### src/rtl/tgmc_pkg.sv
// Shared types and constants for the touch gesture mode controller.
// Holds item structs, mode and cause codes, register indexes and reset values.
// No dependencies.
package tgmc_pkg;

  // Operating modes
  typedef enum logic [1:0] {
    MODE_NORMAL   = 2'd0,
    MODE_CONFIG   = 2'd1,
    MODE_SETTINGS = 2'd2
  } mode_t;

  // Reason for a mode change on this item
  typedef enum logic [2:0] {
    CAUSE_NONE            = 3'd0,
    CAUSE_LONG_PRESS      = 3'd1,
    CAUSE_SWIPE           = 3'd2,
    CAUSE_REMOTE_EXIT     = 3'd3,
    CAUSE_IDLE_TIMEOUT    = 3'd4,
    CAUSE_SETTINGS_CLOSED = 3'd5
  } cause_t;

  // Configuration register indexes
  localparam int CFG_IDX_W = 3;
  localparam logic [CFG_IDX_W-1:0] REG_HOLD_TIME      = 3'd0;
  localparam logic [CFG_IDX_W-1:0] REG_SLACK_TIME     = 3'd1;
  localparam logic [CFG_IDX_W-1:0] REG_IDLE_TIMEOUT   = 3'd2;
  localparam logic [CFG_IDX_W-1:0] REG_TOP_BAND       = 3'd3;
  localparam logic [CFG_IDX_W-1:0] REG_SWIPE_MIN_DROP = 3'd4;
  localparam logic [CFG_IDX_W-1:0] REG_SWIPE_MAX_TIME = 3'd5;
  localparam logic [CFG_IDX_W-1:0] REG_MOVE_CANCEL    = 3'd6;

  // Register reset values
  localparam logic [15:0] HOLD_TIME_RST      = 16'd800;
  localparam logic [15:0] SLACK_TIME_RST     = 16'd100;
  localparam logic [31:0] IDLE_TIMEOUT_RST   = 32'd300000;
  localparam logic [10:0] TOP_BAND_RST       = 11'd48;
  localparam logic [10:0] SWIPE_MIN_DROP_RST = 11'd70;
  localparam logic [15:0] SWIPE_MAX_TIME_RST = 16'd2500;
  localparam logic [10:0] MOVE_CANCEL_RST    = 11'd25;

  // Configuration register file contents
  typedef struct packed {
    logic [15:0] hold_time_ms;
    logic [15:0] slack_time_ms;
    logic [31:0] idle_timeout_ms;
    logic [10:0] top_band_height;
    logic [10:0] swipe_min_drop;
    logic [15:0] swipe_max_time_ms;
    logic [10:0] move_cancel_px;
  } cfg_regs_t;

  // One touch sample
  typedef struct packed {
    logic              touched;
    logic              press_edge;
    logic signed [11:0] touch_y;
    logic signed [11:0] move_x;
    logic signed [11:0] move_y;
    logic [31:0]       now_ms;
    logic              exit_flag;
    logic              activity_pulse;
    logic              settings_close;
  } in_item_t;

  // One result
  typedef struct packed {
    logic [1:0] mode_now;
    logic [2:0] change_cause;
    logic       tone_pulse;
    logic       clear_exit;
  } out_item_t;

endpackage

### src/rtl/tgmc_core.sv
// Gesture detectors and mode machine: state registers and one-pass next-state logic.
// Depends on tgmc_pkg. Advances its state on each step_en.
module tgmc_core
  import tgmc_pkg::*;
#(
  parameter int TIME_WIDTH = 32
) (
  input  logic      clk,
  input  logic      rst_n,
  input  logic      step_en,
  input  cfg_regs_t cfg,
  input  in_item_t  item,
  output out_item_t res
);

  // State
  mode_t                 mode_r, mode_nxt;
  logic                  press_active_r, press_active_nxt;
  logic                  hold_fired_r, hold_fired_nxt;
  logic [TIME_WIDTH-1:0] press_start_r, press_start_nxt;
  logic [TIME_WIDTH-1:0] last_touch_r, last_touch_nxt;
  logic                  swipe_fired_r, swipe_fired_nxt;
  logic                  swipe_in_band_r, swipe_in_band_nxt;
  logic [11:0]           swipe_row_r, swipe_row_nxt;
  logic [TIME_WIDTH-1:0] swipe_start_r, swipe_start_nxt;
  logic                  act_valid_r, act_valid_nxt;
  logic [TIME_WIDTH-1:0] act_time_r, act_time_nxt;

  // Intermediate
  logic [TIME_WIDTH-1:0] now_t;
  mode_t                 mode_pre;
  logic                  act_valid_pre;
  logic [TIME_WIDTH-1:0] act_time_pre;
  logic                  close_hit;
  logic                  run;
  logic [TIME_WIDTH-1:0] gap_d, hold_d, swipe_d, idle_d;
  logic                  gap_long, restart, cancel;
  logic [11:0]           abs_x, abs_y;
  logic                  lp_fire, sw_fire, sw_run;
  logic signed [12:0]    dy;
  cause_t                cause;
  logic                  tone, clr;

  assign now_t = item.now_ms[TIME_WIDTH-1:0];

  // Activity pulse and settings close come before the detectors
  always_comb begin
    act_valid_pre = act_valid_r;
    act_time_pre  = act_time_r;
    if (item.activity_pulse) begin
      act_valid_pre = 1'b1;
      act_time_pre  = now_t;
    end
    close_hit = item.settings_close && (mode_r == MODE_SETTINGS);
    mode_pre  = close_hit ? MODE_NORMAL : mode_r;
    if (close_hit) begin
      act_valid_pre = 1'b0;
    end
    run = (mode_pre != MODE_SETTINGS);
  end

  // Long-press detector
  assign abs_x = item.move_x[11] ? 12'(-item.move_x) : item.move_x;
  assign abs_y = item.move_y[11] ? 12'(-item.move_y) : item.move_y;
  assign gap_d = now_t - last_touch_r;

  always_comb begin
    gap_long         = 32'(gap_d) > 32'(cfg.slack_time_ms);
    restart          = !press_active_r || gap_long;
    cancel           = (abs_x > {1'b0, cfg.move_cancel_px}) ||
                       (abs_y > {1'b0, cfg.move_cancel_px});
    press_active_nxt = press_active_r;
    hold_fired_nxt   = hold_fired_r;
    press_start_nxt  = press_start_r;
    last_touch_nxt   = last_touch_r;
    lp_fire          = 1'b0;
    hold_d           = '0;
    if (run) begin
      if (item.touched) begin
        if (restart) begin
          press_active_nxt = 1'b1;
          press_start_nxt  = now_t;
          hold_fired_nxt   = 1'b0;
        end
        last_touch_nxt = now_t;
        if (cancel) begin
          press_active_nxt = 1'b0;
          hold_fired_nxt   = 1'b0;
        end
      end else if (press_active_r && gap_long) begin
        press_active_nxt = 1'b0;
        hold_fired_nxt   = 1'b0;
      end
      hold_d = now_t - press_start_nxt;
      if (!(item.touched && cancel) && press_active_nxt && !hold_fired_nxt &&
          (32'(hold_d) >= 32'(cfg.hold_time_ms))) begin
        lp_fire        = 1'b1;
        hold_fired_nxt = 1'b1;
      end
    end
  end

  // Swipe-down detector, only in normal mode and when no long press fired
  assign sw_run = run && !lp_fire && (mode_pre == MODE_NORMAL);

  always_comb begin
    swipe_fired_nxt   = swipe_fired_r;
    swipe_in_band_nxt = swipe_in_band_r;
    swipe_row_nxt     = swipe_row_r;
    swipe_start_nxt   = swipe_start_r;
    sw_fire           = 1'b0;
    swipe_d           = '0;
    dy                = '0;
    if (sw_run) begin
      if (!item.touched) begin
        swipe_fired_nxt   = 1'b0;
        swipe_in_band_nxt = 1'b0;
      end else begin
        if (item.press_edge) begin
          swipe_row_nxt     = item.touch_y;
          swipe_start_nxt   = now_t;
          swipe_fired_nxt   = 1'b0;
          swipe_in_band_nxt = !item.touch_y[11] &&
                              (item.touch_y[10:0] < cfg.top_band_height);
        end
        swipe_d = now_t - swipe_start_nxt;
        dy      = {item.touch_y[11], item.touch_y} - {swipe_row_nxt[11], swipe_row_nxt};
        if (!swipe_fired_nxt && swipe_in_band_nxt &&
            (32'(swipe_d) <= 32'(cfg.swipe_max_time_ms)) &&
            (dy >= signed'({2'b00, cfg.swipe_min_drop}))) begin
          sw_fire         = 1'b1;
          swipe_fired_nxt = 1'b1;
        end
      end
    end
  end

  // Mode next state
  assign idle_d = now_t - act_time_pre;

  always_comb begin
    mode_nxt      = mode_pre;
    act_valid_nxt = act_valid_pre;
    act_time_nxt  = act_time_pre;
    cause         = close_hit ? CAUSE_SETTINGS_CLOSED : CAUSE_NONE;
    tone          = 1'b0;
    clr           = 1'b0;
    if (run) begin
      priority if (lp_fire) begin
        tone  = 1'b1;
        cause = CAUSE_LONG_PRESS;
        if (mode_pre == MODE_CONFIG) begin
          mode_nxt      = MODE_NORMAL;
          act_valid_nxt = 1'b0;
        end else begin
          mode_nxt      = MODE_CONFIG;
          act_time_nxt  = now_t;
          act_valid_nxt = 1'b1;
        end
      end else if (sw_fire) begin
        tone          = 1'b1;
        cause         = CAUSE_SWIPE;
        mode_nxt      = MODE_SETTINGS;
        act_valid_nxt = 1'b0;
      end else if (mode_pre == MODE_CONFIG && item.exit_flag) begin
        clr           = 1'b1;
        cause         = CAUSE_REMOTE_EXIT;
        mode_nxt      = MODE_NORMAL;
        act_valid_nxt = 1'b0;
      end else if (mode_pre == MODE_CONFIG && act_valid_pre &&
                   (32'(idle_d) > cfg.idle_timeout_ms)) begin
        cause         = CAUSE_IDLE_TIMEOUT;
        mode_nxt      = MODE_NORMAL;
        act_valid_nxt = 1'b0;
      end else begin
        cause = cause;
      end
    end
  end

  // Result for this item
  always_comb begin
    res.mode_now     = mode_nxt;
    res.change_cause = cause;
    res.tone_pulse   = tone;
    res.clear_exit   = clr;
  end

  // State registers
  always_ff @(posedge clk) begin
    if (!rst_n) begin
      mode_r          <= MODE_NORMAL;
      press_active_r  <= 1'b0;
      hold_fired_r    <= 1'b0;
      press_start_r   <= '0;
      last_touch_r    <= '0;
      swipe_fired_r   <= 1'b0;
      swipe_in_band_r <= 1'b0;
      swipe_row_r     <= '0;
      swipe_start_r   <= '0;
      act_valid_r     <= 1'b0;
      act_time_r      <= '0;
    end else if (step_en) begin
      mode_r          <= mode_nxt;
      press_active_r  <= press_active_nxt;
      hold_fired_r    <= hold_fired_nxt;
      press_start_r   <= press_start_nxt;
      last_touch_r    <= last_touch_nxt;
      swipe_fired_r   <= swipe_fired_nxt;
      swipe_in_band_r <= swipe_in_band_nxt;
      swipe_row_r     <= swipe_row_nxt;
      swipe_start_r   <= swipe_start_nxt;
      act_valid_r     <= act_valid_nxt;
      act_time_r      <= act_time_nxt;
    end
  end

  // Checks
  // a settings close on the same item drops to normal before the swipe runs
  a_swipe_from_normal: assert property (@(posedge clk) disable iff (!rst_n)
    step_en && res.change_cause == CAUSE_SWIPE |->
      mode_r == MODE_NORMAL || (mode_r == MODE_SETTINGS && item.settings_close))
    else $error("swipe fired outside normal mode");

  a_swipe_enters_settings: assert property (@(posedge clk) disable iff (!rst_n)
    step_en && res.change_cause == CAUSE_SWIPE |=> mode_r == MODE_SETTINGS)
    else $error("swipe did not enter settings mode");

  a_clear_needs_config: assert property (@(posedge clk) disable iff (!rst_n)
    step_en && res.clear_exit |-> mode_r == MODE_CONFIG && item.exit_flag)
    else $error("exit flag cleared outside config mode");

  a_hold_when_idle: assert property (@(posedge clk) disable iff (!rst_n)
    !step_en |=> $stable(mode_r) && $stable(act_valid_r))
    else $error("state moved without an item");

  a_settings_frozen: assert property (@(posedge clk) disable iff (!rst_n)
    step_en && mode_r == MODE_SETTINGS && !item.settings_close
    |=> $stable(press_active_r) && $stable(swipe_fired_r))
    else $error("detector state changed in settings mode");

endmodule

### src/rtl/touch_gesture_mode_controller.sv
// Touch gesture mode controller: top level with handshake stages and config registers.
// Depends on tgmc_pkg and tgmc_core.
//
// Usage:
//   Input channel in_valid/in_stall/in_item carries one touch sample per item.
//   Result channel out_valid/out_stall/out_item returns exactly one result per
//   sample: the mode after the sample, the change cause, the tone pulse and
//   the exit-flag clear.
//   Config port cfg_we/cfg_index/cfg_wdata writes one register per cycle;
//   write only while no sample is in flight.
// Timing:
//   An item accepted into the input register runs through the detector and mode
//   logic in one pass and lands in the output register once the output stage
//   can advance, that is when no result is held there by out_stall.
//   Throughput is one item per cycle while out_stall is low; the mode state
//   is updated in the same pass, so back-to-back samples see each other's effect.
// Stall:
//   While out_stall holds a pending result, the input register holds too and
//   in_stall rises once that register is occupied; nothing is dropped.
// Reset:
//   rst_n (sync, active low) empties both stages, puts the block in normal
//   mode with all detectors idle and loads the register defaults.
module touch_gesture_mode_controller
  import tgmc_pkg::*;
#(
  parameter int TIME_WIDTH = 32
) (
  input  logic                 clk,
  input  logic                 rst_n,
  // Input channel
  input  logic                 in_valid,
  output logic                 in_stall,
  input  in_item_t             in_item,
  // Result channel
  output logic                 out_valid,
  input  logic                 out_stall,
  output out_item_t            out_item,
  // Configuration port
  input  logic                 cfg_we,
  input  logic [CFG_IDX_W-1:0] cfg_index,
  input  logic [31:0]          cfg_wdata
);

  cfg_regs_t cfg_r;
  in_item_t  in_r;
  logic      in_vld_r;
  out_item_t out_r;
  logic      out_vld_r;
  out_item_t res;
  logic      advance;
  logic      in_take;

  // Handshake control
  assign advance  = !out_vld_r || !out_stall;
  assign in_stall = in_vld_r && !advance;
  assign in_take  = in_valid && !in_stall;

  // Configuration registers
  always_ff @(posedge clk) begin
    if (!rst_n) begin
      cfg_r.hold_time_ms      <= HOLD_TIME_RST;
      cfg_r.slack_time_ms     <= SLACK_TIME_RST;
      cfg_r.idle_timeout_ms   <= IDLE_TIMEOUT_RST;
      cfg_r.top_band_height   <= TOP_BAND_RST;
      cfg_r.swipe_min_drop    <= SWIPE_MIN_DROP_RST;
      cfg_r.swipe_max_time_ms <= SWIPE_MAX_TIME_RST;
      cfg_r.move_cancel_px    <= MOVE_CANCEL_RST;
    end else if (cfg_we) begin
      unique case (cfg_index)
        REG_HOLD_TIME:      cfg_r.hold_time_ms      <= cfg_wdata[15:0];
        REG_SLACK_TIME:     cfg_r.slack_time_ms     <= cfg_wdata[15:0];
        REG_IDLE_TIMEOUT:   cfg_r.idle_timeout_ms   <= cfg_wdata;
        REG_TOP_BAND:       cfg_r.top_band_height   <= cfg_wdata[10:0];
        REG_SWIPE_MIN_DROP: cfg_r.swipe_min_drop    <= cfg_wdata[10:0];
        REG_SWIPE_MAX_TIME: cfg_r.swipe_max_time_ms <= cfg_wdata[15:0];
        REG_MOVE_CANCEL:    cfg_r.move_cancel_px    <= cfg_wdata[10:0];
        default:            cfg_r                   <= cfg_r;
      endcase
    end
  end

  // Input register
  always_ff @(posedge clk) begin
    if (!rst_n) begin
      in_vld_r <= 1'b0;
    end else if (in_take) begin
      in_vld_r <= 1'b1;
    end else if (advance) begin
      in_vld_r <= 1'b0;
    end
  end

  always_ff @(posedge clk) begin
    if (in_take) begin
      in_r <= in_item;
    end
  end

  // Detectors and mode machine
  tgmc_core #(
    .TIME_WIDTH(TIME_WIDTH)
  ) u_core (
    .clk     (clk),
    .rst_n   (rst_n),
    .step_en (in_vld_r && advance),
    .cfg     (cfg_r),
    .item    (in_r),
    .res     (res)
  );

  // Output register
  always_ff @(posedge clk) begin
    if (!rst_n) begin
      out_vld_r <= 1'b0;
    end else if (advance) begin
      out_vld_r <= in_vld_r;
    end
  end

  always_ff @(posedge clk) begin
    if (advance && in_vld_r) begin
      out_r <= res;
    end
  end

  assign out_valid = out_vld_r;
  assign out_item  = out_r;

endmodule

### config.mk
export PLATFORM = sky130hd
export DESIGN_NAME = touch_gesture_mode_controller
export DESIGN_NICKNAME = d
export VERILOG_FILES = /design/src/rtl/tgmc_pkg.sv /design/src/rtl/tgmc_core.sv /design/src/rtl/touch_gesture_mode_controller.sv
export SDC_FILE = /design/constraint.sdc
export NUM_CORES = 1
export LEC_CHECK = 0
export BUFFER_PORTS_ARGS = -buffer_cell sky130_fd_sc_hd__buf_2
export CAP_MARGIN = 20
export CORE_ASPECT_RATIO = 0.5
export CORE_MARGIN = 5
export CORE_UTILIZATION = 58
export CTS_BUF_LIST = sky130_fd_sc_hd__clkbuf_8
export DETAILED_ROUTE_END_ITERATION = 8
export PLACE_DENSITY = 0.85
export RECOVER_POWER = 100
export SLEW_MARGIN = 25
export SYNTH_ARGS = -nofsm -noshare
export SYNTH_HDL_FRONTEND = slang
export SYNTH_HIERARCHICAL = 1
export SYNTH_SLANG_ARGS = --single-unit
### constraint.sdc
create_clock -name clk -period 11.79 [get_ports clk]
set_input_delay 3.537 -clock clk [delete_from_list [all_inputs] [get_ports clk]]
set_output_delay 3.537 -clock clk [all_outputs]
set_load 0.02 [all_outputs]
# Word-level counts from Yosys, hierarchy flattened
# Index checks and enable logic that the tools add are counted.
# word_totals
input_bits,113
ff_bits,342
word_cells,170
# op_classes
bitwise,1
n_eq_ne,9
n_addsub,7
n_lt_le_gt_ge,8
reduce_logical,46
n_mux,66
# op_table
cell,count
32-bit 2-to-1 mux,10
32-bit subtractor,4
12-bit 2-to-1 mux,5
1-bit 2-to-1 mux,39
32-bit by 16-bit greater-or-equal comparator with 1-bit output,1
32-bit by 16-bit greater-than comparator with 1-bit output,1
32-bit greater-than comparator,1
32-bit by 16-bit <= comparator with 1-bit output,1
12-bit by 11-bit greater-than comparator with 1-bit output,2
12-bit negation,2
1-bit logical AND,18
3-bit 2-to-1 mux,6
2-bit AND reduction,9
13-bit by 12-bit greater-or-equal comparator with 1-bit output,1
12-bit by 12-bit subtractor with 13-bit output,1
2-bit 2-to-1 mux,6
11-bit less-than comparator,1
1-bit logical NOT,10
"3-bit == test, second input constant",3
"3-bit by 2-bit == test with 1-bit output, second input constant",2
3-bit AND reduction,2
"3-bit by 1-bit == test with 1-bit output, second input constant",1
3-bit logical NOT,1
1-bit logical OR,3
7 further kinds,7

# Logic depth before layout (Yosys ltp)
# depth
word_depth,26
mapped_depth,57
mapped_depth_nobuf,53

# Modules after synthesis
# Netlist, hierarchy kept.
# modules_own_cells
mod,cells_each,instances,area_per_inst_um2
tgmc_core,2226,1,17239.0
touch_gesture_mode_controller,512,1,6804.0

# Worst setup path after synthesis
# OpenSTA, ideal clock, no wires.
# synth_path
kind,reg2reg
start,register in_r[4] (netlist name)
end,"register out_r, in the netlist out_item[1], data pin"
arrival_ns,10.935
period_less_slack_ns,11.186
stages_incl_launch_ff,52
setup_ns,0.251
t_required_ns,11.539
slack_ns,0.604
cell_sequence,edfxtp_1 ha_1 nor2b_1 o31a_1 o221a_2 nor2_1 nor2b_1 o21ai_0 nand2b_1 a21oi_1 xnor2_1 ha_1 nand4_1 or4_1 nor3_1 o221ai_1 nor4_1 nand4_1 [16 not listed] ha_1 a2111oi_0 o21ai_0 o2111a_1 a2111oi_0 a21boi_0 a41oi_1 nor4_1 a211o_1 o22ai_1 or4_1 nor4_1 a21oi_1 buf_2 buf_2 o21ai_0 nand2_1 buf_4
# synth_between
elab_chain_cells,18
elab_cells_between_ends,40
classes_between,3 x add/sub; 3 x order compare; 23 x mux; 11 x reduce/logical
# synth_rtl
element,line_no,text
from (decl),touch_gesture_mode_controller.sv:45,in_item_t in_r;
from (signal assigned),touch_gesture_mode_controller.sv:95,in_r <= in_item;
branches (longest 17 deep; another with 32-bit subtractor),-,
1-bit 2-to-1 mux *,tgmc_core.sv:149,priority if (lp_fire) begin
to (signal assigned),touch_gesture_mode_controller.sv:122,out_r <= res;
to (decl),touch_gesture_mode_controller.sv:47,out_item_t out_r;
# Mark *: on every way between the ends. The select of a mux whose other input is x is not followed.
# A chain may end at the register's enable or synchronous reset.

# Worst setup path after layout
# layout_path
start,register in_r[3] (netlist name)
end,register u_core.act_time_r[25]
# layout_between
elab_chain_cells,14
elab_cells_between_ends,27
classes_between,2 x add/sub; 2 x order compare; 17 x mux; 6 x reduce/logical
# layout_rtl
element,line_no,text
branches (longest 9 deep; another with 32-bit subtractor),-,
1-bit logical AND *,tgmc_core.sv:95,if (!(item.touched && cancel) && press_active_nxt && !hold_fired_nxt &&
1-bit 2-to-1 mux *,tgmc_core.sv:95,
1-bit 2-to-1 mux *,tgmc_core.sv:78,if (run) begin
32-bit 2-to-1 mux *,tgmc_core.sv:149,
32-bit 2-to-1 mux *,tgmc_core.sv:148,if (run) begin
to (signal assigned),tgmc_core.sv:214,act_time_r <= act_time_nxt;
to (decl),tgmc_core.sv:27,"logic [TIME_WIDTH-1:0] act_time_r, act_time_nxt;"
# Marks and branches as above.

==> summary.json <==
{
  "layout": {
    "area.growth.synth_to_final_pct": 10.1,
    "diodes": 0,
    "drive_above_1_share_pct": 9.76,
    "num-nets-final": 3224,
    "most-common-layout-cells": "nand2_1 (316), dfxtp_1 (261), mux2i_1 (257), ha_1 (257), inv_1 (187)",
    "mostFrequentLayoutCell": "nand2_1"
  },
  "yosys": {
    "yosys.cell_types.count": 87,
    "synth_compound_area_share_pct": 17.2,
    "synth_area_per_cell_um2": 8.78,
    "yosys_reg_bits": 342,
    "async_reset_ff_share_pct": 0,
    "mappedNetlistNets": 3114,
    "yosysWarnings": 6,
    "synth_seq_area_share_pct": 31.8,
    "synthDominantCellAreaShare_pct": 21.8,
    "synth_area_mm2": 0.0240,
    "cell_types_with_the_largest_area_share_after_synthesis": "dfxtp_1 (22%), ha_1 (13%), mux2i_1 (11%)",
    "yosys.area_share.xor_xnor_pct": 4.04,
    "synth-edff-count": 80,
    "synth_simple_gate_area_share_pct": 17.1,
    "synth_largest_area_cell": "dfxtp_1",
    "yosys.area_share.adder_pct": 13.8,
    "synth.area.mux_share_pct": 11.0,
    "largest_family_of_logic_cells_by_synthesized_area": "compound AO/OA/AOI/OAI gates",
    "synthCells": 2738,
    "main_flop_type_after_synthesis": "dfxtp_1"
  },
  "placed_design": {
    "buffer_ports.inserted": 121,
    "place_hpwl_um": 47700,
    "dpl_ws_ps": 55.5,
    "globalplace.congestion": 0.979
  },
  "setup_path": {
    "critPathTopFamily": "compound AO/OA/AOI/OAI gates",
    "worst_setup_path_end_kind": "flip-flop",
    "worst_ep_required_time_ps": 12280,
    "setup.worst_path.class": "reg -> reg",
    "crit_path_dat_ps": 11750,
    "slowest_delay_ps": 580,
    "cp.buffers_inverters": 6,
    "setup.worst_path.start_class": "flip-flop",
    "crit_fanout": 32,
    "critPathSlowestCell": "or4_4"
  },
  "floorplanning": {
    "floorplan.die.height_um": 154,
    "area_of_the_core_mm2": 0.0407,
    "die_x_um": 298,
    "io-pin-count": 122,
    "floorplan.rows": 52,
    "floorplan.initialDensity_pct": 59.1,
    "die_footprint_mm2": 0.0459
  },
  "timing": {
    "timing.fmax_mhz": 88.8,
    "final.setup.worst_slack_ps": 528,
    "final-hold-violation-count": 0,
    "final_number_of_max_transition_violations": 130,
    "setup-tns-final_ps": 0,
    "finalCriticalPeriod_ps": 11260,
    "worstMarginPinSlew_ps": 4570,
    "maxSlewHeadroom_pct": -205,
    "fin_skew_ps": 44.6,
    "setup_violations": 0,
    "timing.final.crit_share_pct": 95.5
  },
  "global_route": {
    "grt_pass1_vias": 19400,
    "grt_first_pass_wirelength_um": 102000,
    "grt_max_degree": 115,
    "number_of_antenna_violations_at_the_first_check_in_global_routing": 1,
    "global_route.overflow_total": 0,
    "grt_usage_pct": 26.8
  },
  "detailed_routing": {
    "drt-initial-drc-count": 1764,
    "route.final.wire_length_um": 64400,
    "vias_per_cell": 6.00,
    "routed-via-count": 20600,
    "ant_nets": 0,
    "drt-pass1-iter-count": 6,
    "route.detailed.drc": 0,
    "wl_per_cell_um": 18.8
  },
  "flow_run": {
    "drv.max_cap_violation_count": 3
  },
  "outcome": {
    "outcome": "finished with violations",
    "failing_checks": "max-capacitance violations, max-slew violations"
  },
  "clock_tree": {
    "cts_tree": "yes",
    "htree_levels": 2,
    "clock_sinks": 342,
    "cts-root-buf": "clkbuf_8",
    "max-clock-path-buffers": 3,
    "numCtsBuffers": 52,
    "insertion_delay_ps": 640,
    "ctsHoldBuffers": 0,
    "clkSlewWorstSetupHoldPaths_ps": 70
  },
  "power": {
    "p_switching_uw": 1120,
    "power.sequential.fraction_pct": 38.6,
    "power.internal_uw": 2230,
    "sw_frac_of_total_pct": 33.4,
    "max-vdd-ir-drop_mv": 0.126,
    "clockPowerShare_pct": 32.6,
    "comb_power_share_pct": 28.8,
    "total_power_uw": 3350,
    "cellLeakagePower_uw": 0.0115,
    "pwr_density_cell_mw_per_mm2": 127
  },
  "worst_hold_path": {
    "holdCritPathClass": "reg -> reg"
  }
}
-- timing repair --
action,4_1_cts,5_1_grt
gates resized for setup,0,28
setup endpoints to repair,4,89
buffers inserted,2,6
pin swaps,1,12
-- worst paths after layout --
| check | start | end | depth (start not counted) | slack, ps |
|---|---|---|---|---|
| worst min-delay path | cfg_r[69] | cfg_r[69] | 2 | 460 |
| worst min register to register | cfg_r[69] | cfg_r[69] | 2 | 460 |
| worst max register to register | in_r[3] | u_core/act_time_r[25] | 54 | 530 |
| worst max-delay path | in_r[3] | u_core/act_time_r[25] | 54 | 530 |
-- state kept, by name, indices dropped and copies added, names as in the netlist --
signal                  cells
u_core/swipe_row_r         12
out_item                    7
u_core/last_touch_r        32
in_r                       73
u_core/swipe_fired_r        1
u_core/press_active_r       1
u_core/mode_r               2
in_vld_r                    1
out_valid                   1
u_core/swipe_in_band_r      1
u_core/press_start_r       32
cfg_r                     113
u_core/hold_fired_r         1
u_core/swipe_start_r       32
u_core/act_valid_r          1
u_core/act_time_r          32
-- synth_stat cells (all sizes together), types with 9 or more instances --
master	number
nand2	316
dfxtp	262
mux2i	259
ha	258
a21oi	181
inv	181
o21ai	153
nor2b	128
nor2	123
edfxtp	80
xnor2	79
clkbuf	76
nand2b	59
a21o	58
a21boi	49
nor3	40
buf	39
nand3	32
xor2	32
nand4	28
o21a	28
o211a	27
or3	21
a211oi	14
and2	13
o21bai	12
a31oi	11
nor4	11
o2111ai	11
o211ai	11
or4	11
a2111oi	10
and3	9
o31ai	9
-- tightest hold or removal path: cells and delay by family, from the launching register on --
kind | cells | cell delay, ps
and+or+nand+nor | 1 | 50
muxes | 1 | 50
DFF | 1 | 310
-- through the flow --
| stage | instance area, µm² | instances | hold WS, ps | util (%) |
|---|---|---|---|---|
| final | 26500 | 3430 | 455 | 65.1 |
| after global routing | 26500 | 3430 | 473 | 65.1 |
| after CTS | 26400 | 3424 | 460 | 64.8 |
| after detailed placement | 25200 | 3326 | 447 | 62.0 |
| after global placement | 25200 | 3326 | 442 | 62.0 |
| after floorplan | 24000 | 2738 | 435 | - |
-- cell families (layout without fill, tap and decap cells) --
logic type / after synthesis / count (layout)
and+or+nand+nor: 829 / 829
AOI/OAI and AO/OA: 633 / 633
DFF: 342 / 342
buffers and inverters: 297 / 449
adders and majority gates: 263 / 263
muxes: 263 / 263
xor gates and xnor gates: 111 / 111
-- final cells by class --
class,count,area [µm²]
tap,540,676
clock inverter,33,275
inverter,182,683
multi-input combinational,2099,15300
timing repair buffer,171,993
fill,3232,14200
sequential,342,7650
clock buffer,63,867
-- metal layers --
metal  vias up  track usage [%]  routed length, µm  part of all wire [%]
li1       9978                -                  -                     -
met1      9762             37.2              29100                    45
met2       715             42.2              28200                    44
met3       117             5.82               5050                   7.8
met4         2             8.30               2000                   3.1
met5         -                0                 12                 0.019
-- power by group through the flow --
stage          Sequential [µW]  Clock [µW]  Combinational, µW
3_3_place_gp              1310           0                894
4_1_cts                   1290        1110                932
5_1_grt                   1300        1170               1060
2_1_floorplan             1310           0                681
3_5_place_dp              1320           0                919
6_report                  1290        1090                967
No activity file was read; power rests on OpenSTA's default activity.
